===== config.mk =====
export PLATFORM = sky130hd
export DESIGN_NAME = rsa_key_recovery_common_factor_unit
export DESIGN_NICKNAME = d
export VERILOG_FILES = /design/src/sv/rkr_pkg.sv /design/src/sv/rsa_key_recovery_common_factor_unit.sv /design/src/sv/rkr_datapath.sv /design/src/sv/rkr_ctrl.sv
export SDC_FILE = /design/constraint.sdc
export NUM_CORES = 2
export LEC_CHECK = 0
export ABC_AREA = 1
export CAP_MARGIN = 20
export CORE_MARGIN = 2
export CORE_UTILIZATION = 40
export DETAILED_ROUTE_END_ITERATION = 10
export DONT_BUFFER_PORTS = 1
export PLACE_DENSITY_LB_ADDON = 0.15
export SKIP_LAST_GASP = 1
export SYNTH_ARGS = -nofsm -noshare
export SYNTH_HDL_FRONTEND = slang
export SYNTH_SLANG_ARGS = --single-unit

===== constraint.sdc =====
create_clock -name clk -period 10.45 [get_ports clk]
set_input_delay 2.09 -clock clk [delete_from_list [all_inputs] [get_ports clk]]
set_output_delay 2.09 -clock clk [all_outputs]
set_load 0.01 [all_outputs]

===== src/sv/rkr_pkg.sv =====
`default_nettype none
// ----------------------------------------------------------------------------
// rkr_pkg
// Shared types and constants for the common factor key recovery unit.
// ----------------------------------------------------------------------------
package rkr_pkg;

	localparam int WORD_BITS = 32;
	localparam int CNT_BITS  = 6;

	typedef logic [WORD_BITS-1:0] word_t;

	typedef enum logic [1:0] {
		ST_OK        = 2'd0,
		ST_NO_FACTOR = 2'd1,
		ST_NOT_INV   = 2'd2,
		ST_ZERO_DIV  = 2'd3
	} status_t;

	// Operand and destination selects for the shared divider.
	typedef enum logic [1:0] {
		DIV_GCD = 2'd0,
		DIV_Q   = 2'd1,
		DIV_INV = 2'd2
	} div_op_t;

	typedef struct packed {
		logic    load;
		logic    div_start;
		div_op_t div_op;
		logic    div_commit;
		logic    phi_mul;
		logic    inv_init;
		logic    finish_fail;
		status_t fail_status;
		logic    finish_ok;
	} cmd_t;

	typedef struct packed {
		logic div_done;
		logic gcd_b_zero;
		logic gcd_a_zero;
		logic gcd_a_one;
		logic inv_nr_zero;
		logic inv_r_gt1;
	} sts_t;

endpackage

`default_nettype wire


===== src/sv/rsa_key_recovery_common_factor_unit.sv =====
`default_nettype none
// ----------------------------------------------------------------------------
// rsa_key_recovery_common_factor_unit
// Recovers p, q and the private exponent from a block sharing a factor
// with the modulus.
// ----------------------------------------------------------------------------
// One request is handled at a time. Every Euclid round, in the gcd and in
// the inverse, runs one shift-subtract division plus bookkeeping, and the
// cofactor division and phi product come between the two loops. The result
// holds on the output until it is taken, and the next request is accepted
// after that.
module rsa_key_recovery_common_factor_unit (
	input  wire logic         clk,
	input  wire logic         arst_n,
	input  wire logic         s_tvalid,
	output logic              s_tready,
	// modulus [31:0], public_exponent [63:32], known_block [95:64]
	input  wire logic [95:0]  s_tdata,
	output logic              m_tvalid,
	input  wire logic         m_tready,
	// factor_p [31:0], factor_q [63:32], private_exponent [95:64],
	// status [97:96], zero [103:98]
	output logic [103:0]      m_tdata
);

	rkr_pkg::cmd_t    cmd;
	rkr_pkg::sts_t    sts;
	rkr_pkg::word_t   res_p, res_q, res_d;
	rkr_pkg::status_t res_status;

	rkr_ctrl u_ctrl (
		.clk       (clk),
		.arst_n    (arst_n),
		.in_fire   (s_tvalid && s_tready),
		.in_ready  (s_tready),
		.out_fire  (m_tvalid && m_tready),
		.out_valid (m_tvalid),
		.cmd       (cmd),
		.sts       (sts)
	);

	rkr_datapath u_dp (
		.clk        (clk),
		.arst_n     (arst_n),
		.cmd        (cmd),
		.sts        (sts),
		.in_n       (s_tdata[31:0]),
		.in_e       (s_tdata[63:32]),
		.in_m       (s_tdata[95:64]),
		.res_p      (res_p),
		.res_q      (res_q),
		.res_d      (res_d),
		.res_status (res_status)
	);

	assign m_tdata = {6'b0, res_status, res_d, res_q, res_p};

endmodule

`default_nettype wire


===== src/sv/rkr_datapath.sv =====
`default_nettype none
// ----------------------------------------------------------------------------
// rkr_datapath
// Working registers, a radix-2 restoring divider, the phi multiplier and
// the extended Euclid coefficient update.
// ----------------------------------------------------------------------------
module rkr_datapath (
	input  wire logic          clk,
	input  wire logic          arst_n,
	input  wire rkr_pkg::cmd_t cmd,
	output rkr_pkg::sts_t      sts,
	input  wire rkr_pkg::word_t in_n,
	input  wire rkr_pkg::word_t in_e,
	input  wire rkr_pkg::word_t in_m,
	output rkr_pkg::word_t     res_p,
	output rkr_pkg::word_t     res_q,
	output rkr_pkg::word_t     res_d,
	output rkr_pkg::status_t   res_status
);

	localparam int W = rkr_pkg::WORD_BITS;

	rkr_pkg::word_t n_q, e_q, a_q, b_q, p_q, q_q, phi_q;
	rkr_pkg::word_t r_q, nr_q, mag_q, nmag_q, tm_q;
	logic           k_odd_q, k_nz_q;
	rkr_pkg::word_t dvd_q, dvs_q, quo_q, rem_q;
	logic [rkr_pkg::CNT_BITS-1:0] cnt_q;
	logic           busy_q, done_q, tm_phase_q;
	rkr_pkg::word_t mul_a, mul_b, prod;
	logic [W:0]     trial;
	rkr_pkg::word_t dvd_sel, dvs_sel, rem_sh;

	always_comb begin
		unique case (cmd.div_op)
			rkr_pkg::DIV_GCD: begin
				dvd_sel = a_q;
				dvs_sel = b_q;
			end
			rkr_pkg::DIV_Q: begin
				dvd_sel = n_q;
				dvs_sel = p_q;
			end
			default: begin
				dvd_sel = r_q;
				dvs_sel = nr_q;
			end
		endcase
	end

	assign rem_sh = {rem_q[W-2:0], dvd_q[W-1]};
	assign trial  = {rem_q, dvd_q[W-1]} - {1'b0, dvs_q};
	assign mul_a  = tm_phase_q ? quo_q  : p_q - 1'b1;
	assign mul_b  = tm_phase_q ? nmag_q : q_q - 1'b1;
	assign prod   = mul_a * mul_b;

	always_ff @(posedge clk or negedge arst_n) begin
		if (!arst_n) begin
			busy_q     <= 1'b0;
			done_q     <= 1'b0;
			tm_phase_q <= 1'b0;
			cnt_q      <= '0;
		end else begin
			done_q <= 1'b0;
			if (cmd.div_start) begin
				busy_q <= 1'b1;
				cnt_q  <= '0;
			end else if (busy_q) begin
				if (cnt_q == rkr_pkg::CNT_BITS'(W - 1)) begin
					busy_q     <= 1'b0;
					tm_phase_q <= 1'b1;
				end
				cnt_q <= cnt_q + 1'b1;
			end else if (tm_phase_q) begin
				tm_phase_q <= 1'b0;
				done_q     <= 1'b1;
			end
		end
	end

	always_ff @(posedge clk) begin
		if (cmd.load) begin
			n_q <= in_n;
			e_q <= in_e;
			a_q <= in_m;
			b_q <= in_n;
		end
		if (cmd.div_start) begin
			dvd_q <= dvd_sel;
			dvs_q <= dvs_sel;
			rem_q <= '0;
			quo_q <= '0;
		end else if (busy_q) begin
			dvd_q <= {dvd_q[W-2:0], 1'b0};
			if (!trial[W]) begin
				rem_q <= trial[W-1:0];
				quo_q <= {quo_q[W-2:0], 1'b1};
			end else begin
				rem_q <= rem_sh;
				quo_q <= {quo_q[W-2:0], 1'b0};
			end
		end
		if (tm_phase_q) begin
			tm_q <= mag_q + prod;
		end
		if (cmd.div_commit) begin
			unique case (cmd.div_op)
				rkr_pkg::DIV_GCD: begin
					a_q <= b_q;
					b_q <= rem_q;
				end
				rkr_pkg::DIV_Q: begin
					q_q <= quo_q;
				end
				default: begin
					mag_q   <= nmag_q;
					nmag_q  <= tm_q;
					r_q     <= nr_q;
					nr_q    <= rem_q;
					k_odd_q <= ~k_odd_q;
					k_nz_q  <= 1'b1;
				end
			endcase
		end
		if (cmd.phi_mul) begin
			p_q <= a_q;
		end
		if (cmd.inv_init) begin
			phi_q   <= prod;
			r_q     <= prod;
			nr_q    <= e_q;
			mag_q   <= '0;
			nmag_q  <= rkr_pkg::word_t'(1);
			k_odd_q <= 1'b0;
			k_nz_q  <= 1'b0;
		end
		if (cmd.finish_fail) begin
			res_status <= cmd.fail_status;
			res_d      <= '0;
			unique case (cmd.fail_status)
				rkr_pkg::ST_ZERO_DIV: begin
					res_p <= '0;
					res_q <= '0;
				end
				rkr_pkg::ST_NO_FACTOR: begin
					res_p <= rkr_pkg::word_t'(1);
					res_q <= n_q;
				end
				default: begin
					res_p <= p_q;
					res_q <= q_q;
				end
			endcase
		end
		if (cmd.finish_ok) begin
			res_status <= rkr_pkg::ST_OK;
			res_p      <= p_q;
			res_q      <= q_q;
			if (k_nz_q && !k_odd_q && mag_q != '0) begin
				res_d <= phi_q - mag_q;
			end else begin
				res_d <= mag_q;
			end
		end
	end

	assign sts.div_done    = done_q;
	assign sts.gcd_b_zero  = (b_q == '0);
	assign sts.gcd_a_zero  = (a_q == '0);
	assign sts.gcd_a_one   = (a_q == rkr_pkg::word_t'(1));
	assign sts.inv_nr_zero = (nr_q == '0);
	assign sts.inv_r_gt1   = (r_q > rkr_pkg::word_t'(1));

endmodule

`default_nettype wire


===== src/sv/rkr_ctrl.sv =====
`default_nettype none
// ----------------------------------------------------------------------------
// rkr_ctrl
// Sequencer: gcd loop, cofactor division, phi product, inverse loop, output.
// ----------------------------------------------------------------------------
module rkr_ctrl (
	input  wire logic          clk,
	input  wire logic          arst_n,
	input  wire logic          in_fire,
	output logic               in_ready,
	input  wire logic          out_fire,
	output logic               out_valid,
	output rkr_pkg::cmd_t      cmd,
	input  wire rkr_pkg::sts_t sts
);

	typedef enum logic [8:0] {
		S_IDLE  = 9'b000000001,
		S_GCD   = 9'b000000010,
		S_GDIV  = 9'b000000100,
		S_QDIV  = 9'b000001000,
		S_PHI   = 9'b000010000,
		S_INV   = 9'b000100000,
		S_IDIV  = 9'b001000000,
		S_INIT  = 9'b010000000,
		S_OUT   = 9'b100000000
	} state_t;

	state_t state_q, state_d;

	always_comb begin
		state_d   = state_q;
		cmd       = '0;
		in_ready  = 1'b0;
		out_valid = 1'b0;
		unique case (state_q)
			S_IDLE: begin
				in_ready = 1'b1;
				if (in_fire) begin
					cmd.load = 1'b1;
					state_d  = S_GCD;
				end
			end
			S_GCD: begin
				if (!sts.gcd_b_zero) begin
					cmd.div_start = 1'b1;
					cmd.div_op    = rkr_pkg::DIV_GCD;
					state_d       = S_GDIV;
				end else if (sts.gcd_a_zero) begin
					cmd.finish_fail = 1'b1;
					cmd.fail_status = rkr_pkg::ST_ZERO_DIV;
					state_d         = S_OUT;
				end else if (sts.gcd_a_one) begin
					cmd.finish_fail = 1'b1;
					cmd.fail_status = rkr_pkg::ST_NO_FACTOR;
					state_d         = S_OUT;
				end else begin
					cmd.phi_mul = 1'b1;
					state_d     = S_PHI;
				end
			end
			S_GDIV: begin
				cmd.div_op = rkr_pkg::DIV_GCD;
				if (sts.div_done) begin
					cmd.div_commit = 1'b1;
					state_d        = S_GCD;
				end
			end
			S_PHI: begin
				cmd.div_start = 1'b1;
				cmd.div_op    = rkr_pkg::DIV_Q;
				state_d       = S_QDIV;
			end
			S_QDIV: begin
				cmd.div_op = rkr_pkg::DIV_Q;
				if (sts.div_done) begin
					cmd.div_commit = 1'b1;
					state_d        = S_INIT;
				end
			end
			S_INIT: begin
				cmd.inv_init = 1'b1;
				state_d      = S_INV;
			end
			S_INV: begin
				cmd.div_op = rkr_pkg::DIV_INV;
				if (!sts.inv_nr_zero) begin
					cmd.div_start = 1'b1;
					state_d       = S_IDIV;
				end else if (sts.inv_r_gt1) begin
					cmd.finish_fail = 1'b1;
					cmd.fail_status = rkr_pkg::ST_NOT_INV;
					state_d         = S_OUT;
				end else begin
					cmd.finish_ok = 1'b1;
					state_d       = S_OUT;
				end
			end
			S_IDIV: begin
				cmd.div_op = rkr_pkg::DIV_INV;
				if (sts.div_done) begin
					cmd.div_commit = 1'b1;
					state_d        = S_INV;
				end
			end
			S_OUT: begin
				out_valid = 1'b1;
				if (out_fire) begin
					state_d = S_IDLE;
				end
			end
			default: begin
				state_d = S_IDLE;
			end
		endcase
	end

	always_ff @(posedge clk or negedge arst_n) begin
		if (!arst_n) begin
			state_q <= S_IDLE;
		end else begin
			state_q <= state_d;
		end
	end

endmodule

`default_nettype wire


==> results.tsv <==
metric	value	unit
CP startpoint	u_dp.p_q[13]$_DFFE_PP_	
Final Hold Viols	0	
Crit path top cell by count	fa_1	
clock latency on the worst-skew pair	0.69	ns
Post-synth top cells	nand2_1, inv_1, nor2_1	
CP Capture Type	register	
top-count cell post-synth	nand2_1	
gpl congestion	1.030	
Tightest Pin Transition	1.129	ns
Final Util	0.4446	
max-cap violation count	0	
dominant cell type by area after synthesis	edfxtp_1	
initial antenna violation count	24	
Site Rows	126	
Max Freq	101.3	MHz
initial drt markers	3498	
crit path capture	u_dp.tm_q[31]$_DFFE_PP_	
Min Hold Slack	0.4133	ns
DP Area	0.04962	mm2
reg2reg start	u_dp.p_q[13]$_DFFE_PP_	
TritonRoute pass-1 iters	6	
drt drc	0	
status	finished, final reports clean	
fin crit period	9.869	ns
CTS clock-pin slew for the worst setup and hold paths	0.06	ns
Tightest Hold Check Type	register to register	
first-pass GRT wire length	253300	um
R2R Setup Slk	0.58	ns
period utilization	0.9444	
wirelength, routed	171300	um
flip-flop and latch area	0.01687	mm2
Max Slew Vio Count	0	
gr ovfl total	0	
Cells after Synth	5503	
H-tree level count	3	
Crit Path Category	register to register	
YS warnings	0	
setup_tns	0	ns
crit start category	register	
Ports	206	
die width	347.5	um
clk buf depth	3	
sequential area share after synthesis	0.3575	
Worst R2R End	u_dp.tm_q[31]$_DFFE_PP_	
CP arrival	10.30	ns
via density per instance	5.387	
fraction of registers with async set or reset after synthesis	0.02857	
Avg Cell Area, Syn	8.575	um2
predominant post-synthesis flop cell	edfxtp_1	
#FFs+latches synth	630	
share of post-route cells with drive strength above 1	0.07802	
Worst Reg-to-Reg Cells	36	
largest net degree at the start of global routing	81	
Post-synth EDFFs	416	
Final setup viols	0	
Setup Skew	0.04585	ns
Post-Syn Area	0.04719	mm2
unrepaired setup endpoints after global routing	no	
Area growth, synth to finish	10.80	%
Crit path required time	10.89	ns
relative slew slack	0.2466	
Netlist cell types	69	
footprint of the multi-input gates	0.02575	mm2
CTS buffer count	75	
Sink Count	630	
crit-path max FO	8	
Nets	6285	
Post-DP HPWL	137700	um
routed vias	38550	
largest cells by area after synthesis	edfxtp_1, fa_1, dfxtp_1	
Die Span Y	347.5	um
post-synth top area share	0.2647	
Initial Util	0.4012	
delay of the slowest cell on the worst path	0.60	ns
Routed WL per cell	23.93	um
antenna-violating nets left	0	
Final Cell Area	0.05228	mm2
hold_buf cts	0	
vias in the first global route	39070	
layout filler cell count	11670	
Core Footprint	0.1176	mm2
input/output buffers	0	
clock root cell	clkbuf_16	
TritonCTS clock tree	done	
slowest CP cell	edfxtp_1	
GRT Total Usage	0.2831	
Die ar.	0.1207	mm2
worst max-delay path: cells and delay by family, from the launching register on:
family / cells / cell delay [ns]
flip-flops: 1 / 0.60
AO/OA/AOI/OAI: 5 / 1.02
AND/OR/NAND/NOR: 15 / 2.38
buffers and inverters: 4 / 0.25
XOR/XNOR: 2 / 0.52
adder cells (fa/ha/maj): 10 / 4.81
worst min-delay path by stage:
stage | to | from | slack, ns | cells after the start
5_1_grt | u_dp.p_q[26]$_DFFE_PP_ | u_dp.a_q[26]$_DFF_P_ | 0.43 | 0
3_3_place_gp | u_dp.q_q[21]$_DFFE_PP_ | u_dp.quo_q[21]$_SDFFE_PP0P_ | 0.41 | 0
3_5_place_dp | u_dp.p_q[26]$_DFFE_PP_ | u_dp.a_q[26]$_DFF_P_ | 0.41 | 0
2_1_floorplan | u_dp.p_q[16]$_DFFE_PP_ | u_dp.a_q[16]$_DFF_P_ | 0.41 | 0
4_1_cts | u_dp.p_q[27]$_DFFE_PP_ | u_dp.a_q[27]$_DFF_P_ | 0.41 | 0
6_report | u_dp.p_q[27]$_DFFE_PP_ | u_dp.a_q[27]$_DFF_P_ | 0.41 | 0
cell families after synthesis:
family          share of synthesized area
simple gates                       0.1739
buf+inv                           0.09885
compound gates                     0.1144
fa+ha+maj                          0.2332
flops                              0.3575
xor+xnor                          0.02209
other cells                    0.00007947
final cells by class:
type | count | area share
inverter | 1026 | 0.07414
clock buffer | 94 | 0.03843
tap | 1536 | 0.03676
antenna | 6 | 0.0002872
timing repair buffer | 159 | 0.02393
clock inverter | 45 | 0.01122
sequential | 630 | 0.3227
multi-input combinational | 3660 | 0.4925
cell usage in the layout, fill, tap and decap left out, types with 15 or more instances in the layout:
cell,netlist,routed
fa_1,411,411
nor2_4,11,15
ha_1,222,222
a21oi_1,248,248
nor2_1,587,578
o21ai_1,33,34
o211ai_1,19,19
a31oi_1,49,49
inv_2,36,35
o221ai_1,28,28
nor4_1,38,38
nand2_2,18,22
nor2_2,17,22
clkinv_2,0,16
dfrtp_1,17,16
o22ai_1,140,140
nand3_1,150,150
dfxtp_1,196,196
inv_1,977,977
xnor2_1,40,40
xor2_1,79,79
o21ai_0,326,324
buf_4,10,155
nand4_1,45,45
clkbuf_16,0,76
nand2_1,1034,1029
edfxtp_1,416,416
nor3_1,19,18
stage by stage:
stage / std cells / setup slack [ns]
6_report: 7156 / 0.5809
5_1_grt: 7152 / 0.004328
2_1_floorplan: 5508 / 1.191
3_5_place_dp: 7009 / 0.4353
4_1_cts: 7148 / 0.4300
3_3_place_gp: 7008 / 0.5164
layer usage:
metal  up-vias  wire length, um  global-route usage
li1      17850                -                   -
met1     18820            69490              0.3556
met2      1491            80870              0.4740
met3       364            12510             0.05573
met4        26             8216              0.1232
met5         -              190                   0
repair_timing:
action / 4_1_cts / 5_1_grt
resized for setup: 0 / 7
buffers inserted: 0 / 2
setup endpoints to repair: 0 / 3
Power is not shown: default switching activity piles up to over one toggle a cycle in this logic, so the estimate is an artifact.
